**src/pcpa_pkg.sv**
```systemverilog
// Shared types and constants for the pulse count position averager.
// Used by every module of the block; no dependencies of its own.
`timescale 1ns / 1ps

package pcpa_pkg;

    // Pairs per row before the row is closed regardless of position
    localparam int ROW_PAIRS = 65536;

    // Field widths
    localparam int POS_W  = 32;
    localparam int DATA_W = 16;
    localparam int VAL_W  = 16;

    // Pair counter and accumulator widths follow from the row length
    localparam int PAIR_W = $clog2(ROW_PAIRS + 1);
    localparam int SUM_W  = DATA_W + PAIR_W;

    // Divider iteration counter
    localparam int STEP_W = $clog2(SUM_W);

    // Stream payload widths
    localparam int IN_W   = 160;
    localparam int OUT_W  = 112;

    // Configuration port
    localparam int CFG_IDX_W  = 1;
    localparam int CFG_DATA_W = 16;
    localparam logic [CFG_IDX_W-1:0] CFG_FILTER_ENABLE   = 1'b0;
    localparam logic [CFG_IDX_W-1:0] CFG_PULSE_THRESHOLD = 1'b1;
    localparam logic signed [DATA_W-1:0] THRESHOLD_RESET = 16'sd2500;

    // Job queue between front and back
    localparam int QUEUE_DEPTH = 4;
    localparam int QPTR_W      = $clog2(QUEUE_DEPTH);
    localparam int QCNT_W      = $clog2(QUEUE_DEPTH + 1);

    // One pending result: a raw sample is carried as a sum with count one
    typedef struct packed {
        logic signed [POS_W-1:0]  position;
        logic signed [POS_W-1:0]  out_y;
        logic signed [POS_W-1:0]  out_z;
        logic signed [SUM_W-1:0]  sum;
        logic        [PAIR_W-1:0] count;
    } job_t;

    typedef struct packed {
        logic empty;
        logic full;
    } queue_status_t;

endpackage

```
**src/pcpa_front.sv**
```systemverilog
// Front end: configuration registers, row state, pulse edge stepping and accumulation.
// Pushes one job per result into the queue. Depends on pcpa_pkg.
`timescale 1ns / 1ps

module pcpa_front (
    input  logic                                  aclk,
    input  logic                                  aresetn,
    input  logic                                  cfg_wr_en,
    input  logic [pcpa_pkg::CFG_IDX_W-1:0]        cfg_index,
    input  logic [pcpa_pkg::CFG_DATA_W-1:0]       cfg_wdata,
    input  logic                                  s_tvalid,
    output logic                                  s_tready,
    // start_pos, end_pos, row_y, row_z, data_sample, pulse_sample
    input  logic [pcpa_pkg::IN_W-1:0]             s_tdata,
    // first_of_row
    input  logic [0:0]                            s_tuser,
    input  pcpa_pkg::queue_status_t               q_status,
    output logic                                  q_push,
    output pcpa_pkg::job_t                        q_job
);

    logic                                  filter_enable_reg;
    logic signed [pcpa_pkg::DATA_W-1:0]    pulse_threshold_reg;

    logic                                  row_active_reg, row_active_next;
    logic signed [pcpa_pkg::POS_W-1:0]     cur_pos_reg, cur_pos_next;
    logic signed [pcpa_pkg::POS_W-1:0]     target_reg, target_next;
    logic                                  moving_back_reg, moving_back_next;
    logic                                  edge_armed_reg, edge_armed_next;
    logic                                  first_pending_reg, first_pending_next;
    logic signed [pcpa_pkg::SUM_W-1:0]     avg_sum_reg, avg_sum_next;
    logic        [pcpa_pkg::PAIR_W-1:0]    avg_count_reg, avg_count_next;
    logic        [pcpa_pkg::PAIR_W-1:0]    pair_count_reg, pair_count_next;
    logic signed [pcpa_pkg::POS_W-1:0]     last_pos_reg, last_pos_next;
    logic signed [pcpa_pkg::POS_W-1:0]     held_y_reg, held_y_next;
    logic signed [pcpa_pkg::POS_W-1:0]     held_z_reg, held_z_next;

    logic                                  load;
    logic signed [pcpa_pkg::POS_W-1:0]     start_pos, end_pos, row_y, row_z;
    logic signed [pcpa_pkg::DATA_W-1:0]    data_sample, pulse_sample;
    logic signed [pcpa_pkg::SUM_W-1:0]     data_ext;
    logic signed [pcpa_pkg::POS_W-1:0]     pos0, pos1;
    logic signed [pcpa_pkg::SUM_W-1:0]     sum0, sum1;
    logic        [pcpa_pkg::PAIR_W-1:0]    cnt0, cnt1, pc0, pc1;
    logic                                  back0, armed0, fp0, act0;
    logic                                  pulse_on, step;
    logic                                  accept, emit;

    assign s_tready = !q_status.full;
    assign accept   = s_tvalid && s_tready;
    assign q_push   = accept && emit;

    // Unpack the input word
    assign load         = s_tuser[0];
    assign start_pos    = s_tdata[31:0];
    assign end_pos      = s_tdata[63:32];
    assign row_y        = s_tdata[95:64];
    assign row_z        = s_tdata[127:96];
    assign data_sample  = s_tdata[143:128];
    assign pulse_sample = s_tdata[159:144];
    assign data_ext     = {{(pcpa_pkg::SUM_W - pcpa_pkg::DATA_W){data_sample[pcpa_pkg::DATA_W-1]}},
                           data_sample};

    // Load row fields, step on a pulse edge, accumulate and decide on a result
    always_comb begin
        pos0   = load ? start_pos : cur_pos_reg;
        back0  = load ? (start_pos > end_pos) : moving_back_reg;
        armed0 = load ? 1'b1 : edge_armed_reg;
        fp0    = load ? 1'b1 : first_pending_reg;
        act0   = load ? (start_pos != end_pos) : row_active_reg;
        sum0   = load ? '0 : avg_sum_reg;
        cnt0   = load ? '0 : avg_count_reg;
        pc0    = load ? '0 : pair_count_reg;

        pulse_on = pulse_sample < pulse_threshold_reg;
        step     = pulse_on && armed0;
        if (step) begin
            pos1 = back0 ? (pos0 - 32'sd1) : (pos0 + 32'sd1);
        end else begin
            pos1 = pos0;
        end
        sum1 = sum0 + data_ext;
        cnt1 = cnt0 + pcpa_pkg::PAIR_W'(1);
        pc1  = pc0 + pcpa_pkg::PAIR_W'(1);

        row_active_next    = act0;
        cur_pos_next       = pos0;
        target_next        = load ? end_pos : target_reg;
        moving_back_next   = back0;
        edge_armed_next    = armed0;
        first_pending_next = fp0;
        avg_sum_next       = sum0;
        avg_count_next     = cnt0;
        pair_count_next    = pc0;
        last_pos_next      = last_pos_reg;
        held_y_next        = load ? row_y : held_y_reg;
        held_z_next        = load ? row_z : held_z_reg;

        emit           = 1'b0;
        q_job.position = pos1;
        q_job.out_y    = held_y_next;
        q_job.out_z    = held_z_next;
        q_job.sum      = data_ext;
        q_job.count    = pcpa_pkg::PAIR_W'(1);

        if (act0) begin
            cur_pos_next    = pos1;
            edge_armed_next = !pulse_on;
            pair_count_next = pc1;
            row_active_next = !((pos1 == target_next) ||
                                (pc1 >= pcpa_pkg::PAIR_W'(pcpa_pkg::ROW_PAIRS)));
            if (!filter_enable_reg) begin
                emit = 1'b1;
            end else begin
                avg_sum_next   = sum1;
                avg_count_next = cnt1;
                if (fp0 || (last_pos_reg != pos1)) begin
                    emit               = 1'b1;
                    q_job.sum          = sum1;
                    q_job.count        = cnt1;
                    avg_sum_next       = '0;
                    avg_count_next     = '0;
                    last_pos_next      = pos1;
                    first_pending_next = 1'b0;
                end
            end
        end
    end

    // Hold configuration
    always_ff @(posedge aclk) begin
        if (!aresetn) begin
            filter_enable_reg   <= 1'b0;
            pulse_threshold_reg <= pcpa_pkg::THRESHOLD_RESET;
        end else if (cfg_wr_en) begin
            case (cfg_index)
                pcpa_pkg::CFG_FILTER_ENABLE:   filter_enable_reg   <= cfg_wdata[0];
                pcpa_pkg::CFG_PULSE_THRESHOLD: pulse_threshold_reg <= cfg_wdata;
                default: ;
            endcase
        end
    end

    // Advance row state on each accepted word
    always_ff @(posedge aclk) begin
        if (!aresetn) begin
            row_active_reg    <= 1'b0;
            cur_pos_reg       <= '0;
            target_reg        <= '0;
            moving_back_reg   <= 1'b0;
            edge_armed_reg    <= 1'b1;
            first_pending_reg <= 1'b0;
            avg_sum_reg       <= '0;
            avg_count_reg     <= '0;
            pair_count_reg    <= '0;
            last_pos_reg      <= '0;
            held_y_reg        <= '0;
            held_z_reg        <= '0;
        end else if (accept) begin
            row_active_reg    <= row_active_next;
            cur_pos_reg       <= cur_pos_next;
            target_reg        <= target_next;
            moving_back_reg   <= moving_back_next;
            edge_armed_reg    <= edge_armed_next;
            first_pending_reg <= first_pending_next;
            avg_sum_reg       <= avg_sum_next;
            avg_count_reg     <= avg_count_next;
            pair_count_reg    <= pair_count_next;
            last_pos_reg      <= last_pos_next;
            held_y_reg        <= held_y_next;
            held_z_reg        <= held_z_next;
        end
    end

endmodule

```
**src/pcpa_queue.sv**
```systemverilog
// Small job queue that decouples the front end from the result stage.
// Register array with read and write pointers. Depends on pcpa_pkg.
`timescale 1ns / 1ps

module pcpa_queue (
    input  logic                     aclk,
    input  logic                     aresetn,
    input  logic                     push,
    input  pcpa_pkg::job_t           wr_job,
    input  logic                     pop,
    output pcpa_pkg::job_t           rd_job,
    output pcpa_pkg::queue_status_t  status
);

    pcpa_pkg::job_t                  slots [pcpa_pkg::QUEUE_DEPTH];
    logic [pcpa_pkg::QPTR_W-1:0]     wr_ptr_reg;
    logic [pcpa_pkg::QPTR_W-1:0]     rd_ptr_reg;
    logic [pcpa_pkg::QCNT_W-1:0]     count_reg;

    assign rd_job       = slots[rd_ptr_reg];
    assign status.empty = (count_reg == '0);
    assign status.full  = (count_reg == pcpa_pkg::QCNT_W'(pcpa_pkg::QUEUE_DEPTH));

    // Store a pushed job
    always_ff @(posedge aclk) begin
        if (push) begin
            slots[wr_ptr_reg] <= wr_job;
        end
    end

    // Advance pointers and fill count
    always_ff @(posedge aclk) begin
        if (!aresetn) begin
            wr_ptr_reg <= '0;
            rd_ptr_reg <= '0;
            count_reg  <= '0;
        end else begin
            if (push) begin
                wr_ptr_reg <= wr_ptr_reg + pcpa_pkg::QPTR_W'(1);
            end
            if (pop) begin
                rd_ptr_reg <= rd_ptr_reg + pcpa_pkg::QPTR_W'(1);
            end
            if (push && !pop) begin
                count_reg <= count_reg + pcpa_pkg::QCNT_W'(1);
            end else if (pop && !push) begin
                count_reg <= count_reg - pcpa_pkg::QCNT_W'(1);
            end
        end
    end

endmodule

```
**src/pcpa_divider.sv**
```systemverilog
// Iterative signed divider, one quotient bit per cycle, truncating toward zero.
// Divides the accumulated sum by the sample count. Depends on pcpa_pkg.
`timescale 1ns / 1ps

module pcpa_divider (
    input  logic                                 aclk,
    input  logic                                 aresetn,
    input  logic                                 start,
    input  logic signed [pcpa_pkg::SUM_W-1:0]    dividend,
    input  logic        [pcpa_pkg::PAIR_W-1:0]   divisor,
    output logic                                 done,
    output logic signed [pcpa_pkg::VAL_W-1:0]    quotient
);

    logic                               busy_reg;
    logic                               done_reg;
    logic                               neg_reg;
    logic [pcpa_pkg::SUM_W-1:0]         quo_reg;
    logic [pcpa_pkg::PAIR_W-1:0]        rem_reg;
    logic [pcpa_pkg::PAIR_W-1:0]        den_reg;
    logic [pcpa_pkg::STEP_W-1:0]        step_reg;

    logic [pcpa_pkg::SUM_W-1:0]         magnitude;
    logic [pcpa_pkg::PAIR_W:0]          rem_sh;
    logic [pcpa_pkg::PAIR_W:0]          diff;
    logic                               fits;
    logic [pcpa_pkg::PAIR_W-1:0]        rem_new;
    logic [pcpa_pkg::SUM_W-1:0]         quo_signed;

    assign magnitude = dividend[pcpa_pkg::SUM_W-1] ? (~dividend + 1'b1) : dividend;

    // Shift in one dividend bit and try a subtract
    assign rem_sh  = {rem_reg, quo_reg[pcpa_pkg::SUM_W-1]};
    assign diff    = rem_sh - {1'b0, den_reg};
    assign fits    = (rem_sh >= {1'b0, den_reg});
    assign rem_new = fits ? diff[pcpa_pkg::PAIR_W-1:0] : rem_sh[pcpa_pkg::PAIR_W-1:0];

    // Restore the sign and keep the low bits
    assign quo_signed = neg_reg ? (~quo_reg + 1'b1) : quo_reg;
    assign quotient   = quo_signed[pcpa_pkg::VAL_W-1:0];
    assign done       = done_reg;

    always_ff @(posedge aclk) begin
        if (!aresetn) begin
            busy_reg <= 1'b0;
            done_reg <= 1'b0;
        end else begin
            done_reg <= 1'b0;
            if (start) begin
                busy_reg <= 1'b1;
                quo_reg  <= magnitude;
                rem_reg  <= '0;
                den_reg  <= divisor;
                neg_reg  <= dividend[pcpa_pkg::SUM_W-1];
                step_reg <= pcpa_pkg::STEP_W'(pcpa_pkg::SUM_W - 1);
            end else if (busy_reg) begin
                quo_reg <= {quo_reg[pcpa_pkg::SUM_W-2:0], fits};
                rem_reg <= rem_new;
                if (step_reg == '0) begin
                    busy_reg <= 1'b0;
                    done_reg <= 1'b1;
                end else begin
                    step_reg <= step_reg - pcpa_pkg::STEP_W'(1);
                end
            end
        end
    end

endmodule

```
**src/pcpa_back.sv**
```systemverilog
// Result stage: pops jobs, divides averages, and holds the output word.
// Instantiates pcpa_divider. Depends on pcpa_pkg.
`timescale 1ns / 1ps

module pcpa_back (
    input  logic                               aclk,
    input  logic                               aresetn,
    input  pcpa_pkg::queue_status_t            q_status,
    input  pcpa_pkg::job_t                     q_job,
    output logic                               q_pop,
    output logic                               m_tvalid,
    input  logic                               m_tready,
    // position, out_y, out_z, value
    output logic [pcpa_pkg::OUT_W-1:0]         m_tdata
);

    typedef enum logic [1:0] {
        S_IDLE,
        S_DIV,
        S_OUT
    } back_state_t;

    back_state_t                          state_reg;
    logic signed [pcpa_pkg::POS_W-1:0]    pos_reg;
    logic signed [pcpa_pkg::POS_W-1:0]    y_reg;
    logic signed [pcpa_pkg::POS_W-1:0]    z_reg;
    logic signed [pcpa_pkg::VAL_W-1:0]    value_reg;

    logic                                 take;
    logic                                 single;
    logic                                 div_start;
    logic                                 div_done;
    logic signed [pcpa_pkg::VAL_W-1:0]    div_quot;

    // Take a new job when idle or when the held word leaves
    assign take      = (state_reg == S_IDLE) || ((state_reg == S_OUT) && m_tready);
    assign q_pop     = take && !q_status.empty;
    assign single    = (q_job.count == pcpa_pkg::PAIR_W'(1));
    assign div_start = q_pop && !single;

    assign m_tvalid = (state_reg == S_OUT);
    assign m_tdata  = {value_reg, z_reg, y_reg, pos_reg};

    pcpa_divider u_div (
        .aclk     (aclk),
        .aresetn  (aresetn),
        .start    (div_start),
        .dividend (q_job.sum),
        .divisor  (q_job.count),
        .done     (div_done),
        .quotient (div_quot)
    );

    // Sequence jobs and hold the output word
    always_ff @(posedge aclk) begin
        if (!aresetn) begin
            state_reg <= S_IDLE;
        end else begin
            case (state_reg)
                S_IDLE, S_OUT: begin
                    if (take) begin
                        if (!q_status.empty) begin
                            pos_reg <= q_job.position;
                            y_reg   <= q_job.out_y;
                            z_reg   <= q_job.out_z;
                            if (single) begin
                                value_reg <= q_job.sum[pcpa_pkg::VAL_W-1:0];
                                state_reg <= S_OUT;
                            end else begin
                                state_reg <= S_DIV;
                            end
                        end else begin
                            state_reg <= S_IDLE;
                        end
                    end
                end
                S_DIV: begin
                    if (div_done) begin
                        value_reg <= div_quot;
                        state_reg <= S_OUT;
                    end
                end
                default: state_reg <= S_IDLE;
            endcase
        end
    end

endmodule

```
**src/pulse_count_position_averager.sv**
```systemverilog
// Pulse count position averager, top level: front end, job queue and result stage.
// Raw words go through a queue slot and the output register, one word per cycle
// sustained while m_tready stays high. Averages: no job is popped during a division;
// the front end still takes a pair per cycle until the 4-entry queue fills.
// Synchronous active-low reset clears row state, queue and output valid;
// filter_enable resets to 0 and pulse_threshold to 2500.
`timescale 1ns / 1ps

module pulse_count_position_averager (
    input  logic                               aclk,
    input  logic                               aresetn,
    input  logic                               cfg_wr_en,
    input  logic [pcpa_pkg::CFG_IDX_W-1:0]     cfg_index,
    input  logic [pcpa_pkg::CFG_DATA_W-1:0]    cfg_wdata,
    input  logic                               s_tvalid,
    output logic                               s_tready,
    // start_pos, end_pos, row_y, row_z, data_sample, pulse_sample
    input  logic [pcpa_pkg::IN_W-1:0]          s_tdata,
    // first_of_row
    input  logic [0:0]                         s_tuser,
    output logic                               m_tvalid,
    input  logic                               m_tready,
    // position, out_y, out_z, value
    output logic [pcpa_pkg::OUT_W-1:0]         m_tdata
);

    pcpa_pkg::queue_status_t  q_status;
    pcpa_pkg::job_t           push_job;
    pcpa_pkg::job_t           pop_job;
    logic                     q_push;
    logic                     q_pop;

    pcpa_front u_front (
        .aclk      (aclk),
        .aresetn   (aresetn),
        .cfg_wr_en (cfg_wr_en),
        .cfg_index (cfg_index),
        .cfg_wdata (cfg_wdata),
        .s_tvalid  (s_tvalid),
        .s_tready  (s_tready),
        .s_tdata   (s_tdata),
        .s_tuser   (s_tuser),
        .q_status  (q_status),
        .q_push    (q_push),
        .q_job     (push_job)
    );

    pcpa_queue u_queue (
        .aclk    (aclk),
        .aresetn (aresetn),
        .push    (q_push),
        .wr_job  (push_job),
        .pop     (q_pop),
        .rd_job  (pop_job),
        .status  (q_status)
    );

    pcpa_back u_back (
        .aclk     (aclk),
        .aresetn  (aresetn),
        .q_status (q_status),
        .q_job    (pop_job),
        .q_pop    (q_pop),
        .m_tvalid (m_tvalid),
        .m_tready (m_tready),
        .m_tdata  (m_tdata)
    );

    // Front end never pushes into a full queue
    a_no_overflow: assert property (@(posedge aclk) disable iff (!aresetn)
        q_push |-> !q_status.full)
        else $error("job pushed into full queue");

    // Result stage never pops an empty queue
    a_no_underflow: assert property (@(posedge aclk) disable iff (!aresetn)
        q_pop |-> !q_status.empty)
        else $error("job popped from empty queue");

    // A job pushed into an empty queue is visible next cycle
    a_push_lands: assert property (@(posedge aclk) disable iff (!aresetn)
        (q_push && !q_pop && q_status.empty) |=> !q_status.empty)
        else $error("pushed job lost");

endmodule

```
**config.mk**
```make
export PLATFORM = sky130hd
export DESIGN_NAME = pulse_count_position_averager
export DESIGN_NICKNAME = d
export VERILOG_FILES = /design/src/pcpa_pkg.sv /design/src/pcpa_front.sv /design/src/pcpa_queue.sv /design/src/pcpa_divider.sv /design/src/pcpa_back.sv /design/src/pulse_count_position_averager.sv
export SDC_FILE = /design/constraint.sdc
export NUM_CORES = 2
export LEC_CHECK = 0
export BUFFER_PORTS_ARGS = -buffer_cell sky130_fd_sc_hd__buf_2
export CORE_MARGIN = 5
export CORE_UTILIZATION = 35
export CTS_CLUSTER_DIAMETER = 50
export DETAILED_ROUTE_END_ITERATION = 8
export GPL_ROUTABILITY_DRIVEN = 0
export GPL_TIMING_DRIVEN = 1
export RECOVER_POWER = 25
export SYNTH_ARGS = -nofsm -noshare
export SYNTH_HDL_FRONTEND = slang
export SYNTH_SLANG_ARGS = --single-unit
```
**constraint.sdc**
```tcl
create_clock -name aclk -period 10 [get_ports aclk]
set_input_delay 0.5 -clock aclk [delete_from_list [all_inputs] [get_ports aclk]]
set_output_delay 0.5 -clock aclk [all_outputs]
set_load 0.005 [all_outputs]
```
---- After elaboration in Yosys (flattened, before gate mapping) ----
Memory sizes are Yosys's and may differ from the RTL's. A register that Yosys moved wholly into a read port is not among the register bits.
Index checks and enable logic that the tools add are counted.
Widths: inputs -> output; s select.
word-level totals
  register bits after elaboration ......... 445
  latch bits .............................. 0
  memory bits (writable) .................. 584
  memory bits (read-only) ................. 0
  input port bits ......................... 183
  output and inout port bits .............. 114
  logic and storage cells ................. 160
  memories ................................ 1
operators by class
  add/subtract/negate cells ............... 13
  $mul .................................... 0
  divide/modulo/power cells ............... 0
  order comparisons ....................... 4
  equality and inequality tests ........... 12
  shift-type cells ........................ 0
  muxes and demuxes ....................... 60
  bitwise gates (word level) .............. 6
  reduce and logical (&&, ||, !) cells .... 35
memory list
  memory         words  bits a word  read ports  clocked after memory_dff  wr ports  RTL line          source
  u_queue.slots  4      146          1           1                         1         pcpa_queue.sv:15  pcpa_pkg::job_t slots [pcpa_pkg::QUEUE_DEPTH];
operator list
  cell                   count
  $mux 33                7
  $mux 32                7
  $mux 50                3
  $mux 17                8
  $mux 16                5
  $ne 32x32->1           2
  $add 17x1->17 const B  2
  $add 33x1->33 const B  1
  $add 33x16->33         1
  $not 33->33            1
  $add 32x2->32 const B  1
  $eq 32x32->1           1
  $gt 32x32->1           1
  $pmux 16 s2            1
  $sub 32x2->32 const B  1
  $ge 18x17->1           1
  $mux 1                 18
  $eq 17x1->1 const B    1
  $ge 17x17->1 const B   1
  $sub 17x17->17         1
  $add 16x1->16 const B  1
  $lt 16x16->1           1
  $not 16->16            1
  $mux 2                 6
  26 further kinds       57

---- Depth between registers and ports, before layout ----
  word-level depth ........................ 14
  depth in mapped cells ................... 32
  gate-level depth less buffers ........... 29

---- By module ----
A second synthesis with hierarchy kept.
second synthesis, totals
  cells, all modules ...................... 3850
  area, all modules ....................... 48616.6 sq um
by module, submodules not included
  module        times used  cells an instance  area an instance (sq um)  sequential area each (sq um)
  pcpa_queue    1           805                21501.9                   17717.0
  pcpa_front    1           2356               18337.6                   4964.8
  pcpa_divider  1           531                5033.6                    2262.2
  pcpa_back     1           158                3743.6                    3403.3

---- Worst setup path after synthesis ----
No wires, ideal clock.
  path kind ............................... input to register
  start point ............................. input port s_tdata[47] (netlist bit)
  end point ............................... memory u_queue.slots[1][0] (netlist bit), enable pin
  setup time .............................. 523 ps
  arrival ................................. 9092 ps
  data required time ...................... 9477 ps
  setup slack ............................. 385 ps
  stages on the path ...................... 27
  path buffers ............................ 3
  cell sequence ........................... inv_1 > ha_1 > a21oi_1 > o21ai_1 > a221oi_1 > o221ai_1 > or4_4 > nand2_2 > inv_2 > buf_4 > buf_2 > buf_1 > xnor2_1 > ha_1 > inv_1 > o2111ai_2 > or4b_4 > nor3b_4 > nand4_1 > nor3_2 > a41oi_1 > xnor2_4 > xor2_1 > nor4_1 > and4bb_2 > nor2_1 > and2_1
RTL lines
  what         RTL line                             source
  from (decl)  pulse_count_position_averager.sv:18  input logic [pcpa_pkg::IN_W-1:0] s_tdata,
  to (decl)    pcpa_queue.sv:15

==> flow_metrics.env <==
export IMPL_htreeDepth=3
export IMPL_die_w_um=383
export IMPL_worst_path_max_fanout=62
export IMPL_timing_slew_headroom=-1.74
export IMPL_layout_area_seq_mm2=0.0284
export IMPL_initial_core_util=0.351
export IMPL_outcome="complete, but fails checks"
export IMPL_layout_worst_path_cycle_share=0.803
export IMPL_startpoint="s_tdata[50]"
export IMPL_grtUsageTotal=0.174
export IMPL_max_slew_worst_pin_slew_ps=4110
export IMPL_post_dp_hpwl_um=87700
export IMPL_layout_cells_sized_above_1=0.167
export IMPL_yosysSeqAreaShare=0.581
export IMPL_hold_violations=0
export IMPL_die_area_mm2=0.147
export IMPL_finalCriticalPeriod_ps=8030
export IMPL_wire_per_inst_um=21.0
export IMPL_detail_route_iter0_violations=2615
export IMPL_synth_fp_nets=4209
export IMPL_fillcell_total=13100
export IMPL_hold_class="in -> reg"
export IMPL_core_area_mm2=0.139
export IMPL_pin_count_of_the_biggest_net_entering_global_routing=109
export IMPL_maxCapViolations=8
export IMPL_synth_edf_count=770
export IMPL_design_portCount=297
export IMPL_vdd_ir_drop_worst_v=0.000175
export IMPL_largest_register_ff_count=584
export IMPL_port_buffer_count=296
export IMPL_skew_ps=86.9
export IMPL_clock_fmax_ghz=0.124
export IMPL_grt_remaining_overflow=0
export IMPL_critPathKind="in -> reg"
export IMPL_cts_buffer_depth=3
export IMPL_yosys_cell_types_count=109
export IMPL_synth_warning_count=0
export IMPL_wire_length_of_the_first_global_routing_pass_um=197000
export IMPL_setup_total_negative_slack_ps=0
export IMPL_leak_pwr_nw=19.8
export IMPL_antenna_found_initial=13
export IMPL_clkSlewWorstSetupHoldPaths_ps=60
export IMPL_cts_sinks=1031
export IMPL_drt_vias_per_instance=5.22
export IMPL_syn_area_per_cell_um2=12.5
export IMPL_violations_in_the_final_reports="capacitance limit, slew limit"
export IMPL_detailroute_via_count=32500
export IMPL_postLayoutCoreUtil=0.407
export IMPL_met2RoutedLength_um=62000
export IMPL_synthCells=3914
export IMPL_synth_main_ff_cell="sky130_fd_sc_hd__edfxtp_1"
export IMPL_synth_async_sr_flop_share=0
export IMPL_worstPathArrival_ps=8430
export IMPL_cts_tree="done"
export IMPL_cts_made_buffers=118
export IMPL_topRoutingLayerUsed="met5"
export IMPL_worstReg2RegStart="u_front.moving_back_reg"
export IMPL_maxSlewViolCount=424
export IMPL_multi_input_comb_area_mm2=0.0191
export IMPL_clk_root_buffer_cell="sky130_fd_sc_hd__clkbuf_16"
export IMPL_netlist_area_mm2=0.0488
export IMPL_post_cts_resize_count=0
export IMPL_rsz_0062_raised_after_global_routing="no"
export IMPL_number_of_register_bits_inferred_by_synthesis=1031
export IMPL_detail_route_antenna_nets=0
export IMPL_critical_path_startpoint_type="input pin"
export IMPL_drt_wl_total_um=131000
export IMPL_post_route_m1_wl_um=55300
export IMPL_timing_critical_path_required_ps=10390
export IMPL_finish_stage_setup_viols=0
export IMPL_clk_insertion_delay_late_ps=760
export IMPL_areaGrowthSynthToFinish_pct=16.0
export IMPL_timing_critical_path_to_type="register"
export IMPL_vias_in_the_first_global_route=32100
export IMPL_pwr_density_cell_mw_per_mm2=230
export IMPL_drt_first_pass_iters=5
export IMPL_wl_met3_um=8610
export IMPL_num_nets_final=4532
export IMPL_row_count=137
export IMPL_drc=0
export IMPL_floorplan_die_height_um=383
export IMPL_min_from="cfg_wdata[11]"
layer usage:
layer | vias to the layer above | global-route usage
li1 | 15200 | -
met2 | 1039 | 0.284
met5 | - | 0
met1 | 16000 | 0.230
met4 | 4 | 0.0671
met3 | 260 | 0.0305
kinds of logic (layout without fill, tap and decap cells):
kind of cell / after synthesis / count (layout) / synth area share
simple gates: 1228 / 1228 / 0.120
flops: 1031 / 1031 / 0.581
compound gates: 634 / 634 / 0.0782
mux: 385 / 385 / 0.123
buf+inv: 308 / 735 / 0.0275
xor+xnor: 216 / 216 / 0.0412
fa+ha+maj: 112 / 112 / 0.0292
other cells: 0 / 8 / 0
metrics by stage:
| step | cells | power, mW | setup WS, ps | cell area [um^2] | hold slack, ps |
|---|---|---|---|---|---|
| floorplan | 3914 | 7.83 | 385 | 48800 | 429 |
| detailed placement | 5956 | 8.83 | 1750 | 52300 | 444 |
| finish | 6225 | 13.0 | 1970 | 56600 | 53.3 |
| global route | 6218 | 13.7 | 1580 | 56600 | 40.0 |
| global placement | 5956 | 8.79 | 1930 | 52300 | 439 |
| CTS | 6217 | 13.2 | 2030 | 56700 | 1.27 |
worst max-delay path, cell delays in order:
cell and delay, ps:
sky130_fd_sc_hd__dlygate4sd3_1 540, sky130_fd_sc_hd__buf_2 140, sky130_fd_sc_hd__inv_1 120, sky130_fd_sc_hd__ha_1 280, sky130_fd_sc_hd__nand4_1 150, sky130_fd_sc_hd__inv_1 50, sky130_fd_sc_hd__a221oi_1 300, sky130_fd_sc_hd__o221ai_1 260
sky130_fd_sc_hd__or4_4 740, sky130_fd_sc_hd__nand2_2 140, sky130_fd_sc_hd__inv_2 40, sky130_fd_sc_hd__xnor2_1 120, sky130_fd_sc_hd__ha_1 260, sky130_fd_sc_hd__inv_1 100, sky130_fd_sc_hd__o2111ai_2 170, sky130_fd_sc_hd__nor4bb_1 820
sky130_fd_sc_hd__nand4_1 160, sky130_fd_sc_hd__mux2i_1 410, sky130_fd_sc_hd__xnor2_1 350, sky130_fd_sc_hd__o2111a_1 350, sky130_fd_sc_hd__nand4_1 270, sky130_fd_sc_hd__and4bb_2 300, sky130_fd_sc_hd__nor2_1 410, sky130_fd_sc_hd__and2_4 920
sky130_fd_sc_hd__buf_4 450
cells in the mapped netlist, types with 17 or more instances:
cell type,instances,area (um^2)
sky130_fd_sc_hd__edfxtp_1,770,23100
sky130_fd_sc_hd__nand2_1,561,2110
sky130_fd_sc_hd__dfxtp_1,261,5230
sky130_fd_sc_hd__a21oi_1,258,1290
sky130_fd_sc_hd__nor2_1,186,698
sky130_fd_sc_hd__o21ai_0,176,881
sky130_fd_sc_hd__mux4_2,145,3270
sky130_fd_sc_hd__xnor2_1,132,1160
sky130_fd_sc_hd__clkbuf_1,128,480
sky130_fd_sc_hd__mux2i_1,118,1180
sky130_fd_sc_hd__ha_1,109,1360
sky130_fd_sc_hd__inv_1,106,398
sky130_fd_sc_hd__nand3_1,88,440
sky130_fd_sc_hd__mux2_2,76,856
sky130_fd_sc_hd__xor2_1,76,666
sky130_fd_sc_hd__nor3_1,69,345
sky130_fd_sc_hd__nor2b_1,56,350
sky130_fd_sc_hd__nand4_1,44,275
sky130_fd_sc_hd__and3_1,34,213
sky130_fd_sc_hd__mux2_4,34,510
sky130_fd_sc_hd__or3_1,34,213
sky130_fd_sc_hd__and2_1,28,175
sky130_fd_sc_hd__nor4_1,28,175
sky130_fd_sc_hd__buf_1,25,93.8
sky130_fd_sc_hd__buf_2,24,120
sky130_fd_sc_hd__nand2b_1,20,125
sky130_fd_sc_hd__a211oi_1,17,128
area by class of cell:
class	instances	share of cell area
Multi-Input combinational cell	2575	0.338
Inverter	107	0.00714
Sequential cell	1031	0.501
Clock buffer	163	0.0578
Tap cell	1876	0.0415
Clock inverter	61	0.0126
Antenna cell	8	0.000354
Timing Repair Buffer	404	0.0412
placed cells by master, fill, tap and decap left out, drive strengths merged, types with 10 or more instances in the layout:
cell type | netlist | routed
a211oi | 17 | 17
a21o | 13 | 13
a21oi | 260 | 260
a22o | 13 | 13
a22oi | 12 | 12
a31oi | 12 | 12
and2 | 29 | 29
and3 | 35 | 35
buf | 73 | 278
clkbuf | 128 | 252
clkinv | 0 | 32
dfxtp | 261 | 261
dlygate4sd3 | 0 | 37
edfxtp | 770 | 770
ha | 109 | 109
inv | 107 | 122
mux2 | 111 | 111
mux2i | 129 | 129
mux4 | 145 | 145
nand2 | 562 | 562
nand2b | 20 | 20
nand3 | 88 | 88
nand3b | 11 | 11
nand4 | 45 | 45
nor2 | 187 | 187
nor2b | 56 | 56
nor3 | 73 | 73
nor3b | 14 | 14
nor4 | 31 | 31
o211ai | 15 | 15
o21a | 15 | 15
o21ai | 185 | 185
o22ai | 10 | 10
or2 | 10 | 10
or3 | 34 | 34
xnor2 | 133 | 133
xor2 | 76 | 76
report_power, final:
part | switching, mW | internal [mW]
clock | 1.81 | 2.51
combinational | 1.83 | 1.24
sequential | 0.294 | 5.35
path summary, 6_finish.rpt:
path,to,slack [ps],depth (start not counted)
setup / recovery,u_queue.slots[0][110],1970,25
hold / removal,u_front.pulse_threshold_reg[11],50,3
setup reg to reg,u_queue.slots[0][110],3130,18
hold reg to reg,u_front.held_y_reg[22],450,2
repair_timing:
action / 4_1_cts / 5_1_grt
hold buffers: 37 / 0
hold endpoints to repair: 37 / 0
setup buffers: 0 / 0
(Power assumes the default switching activity.)
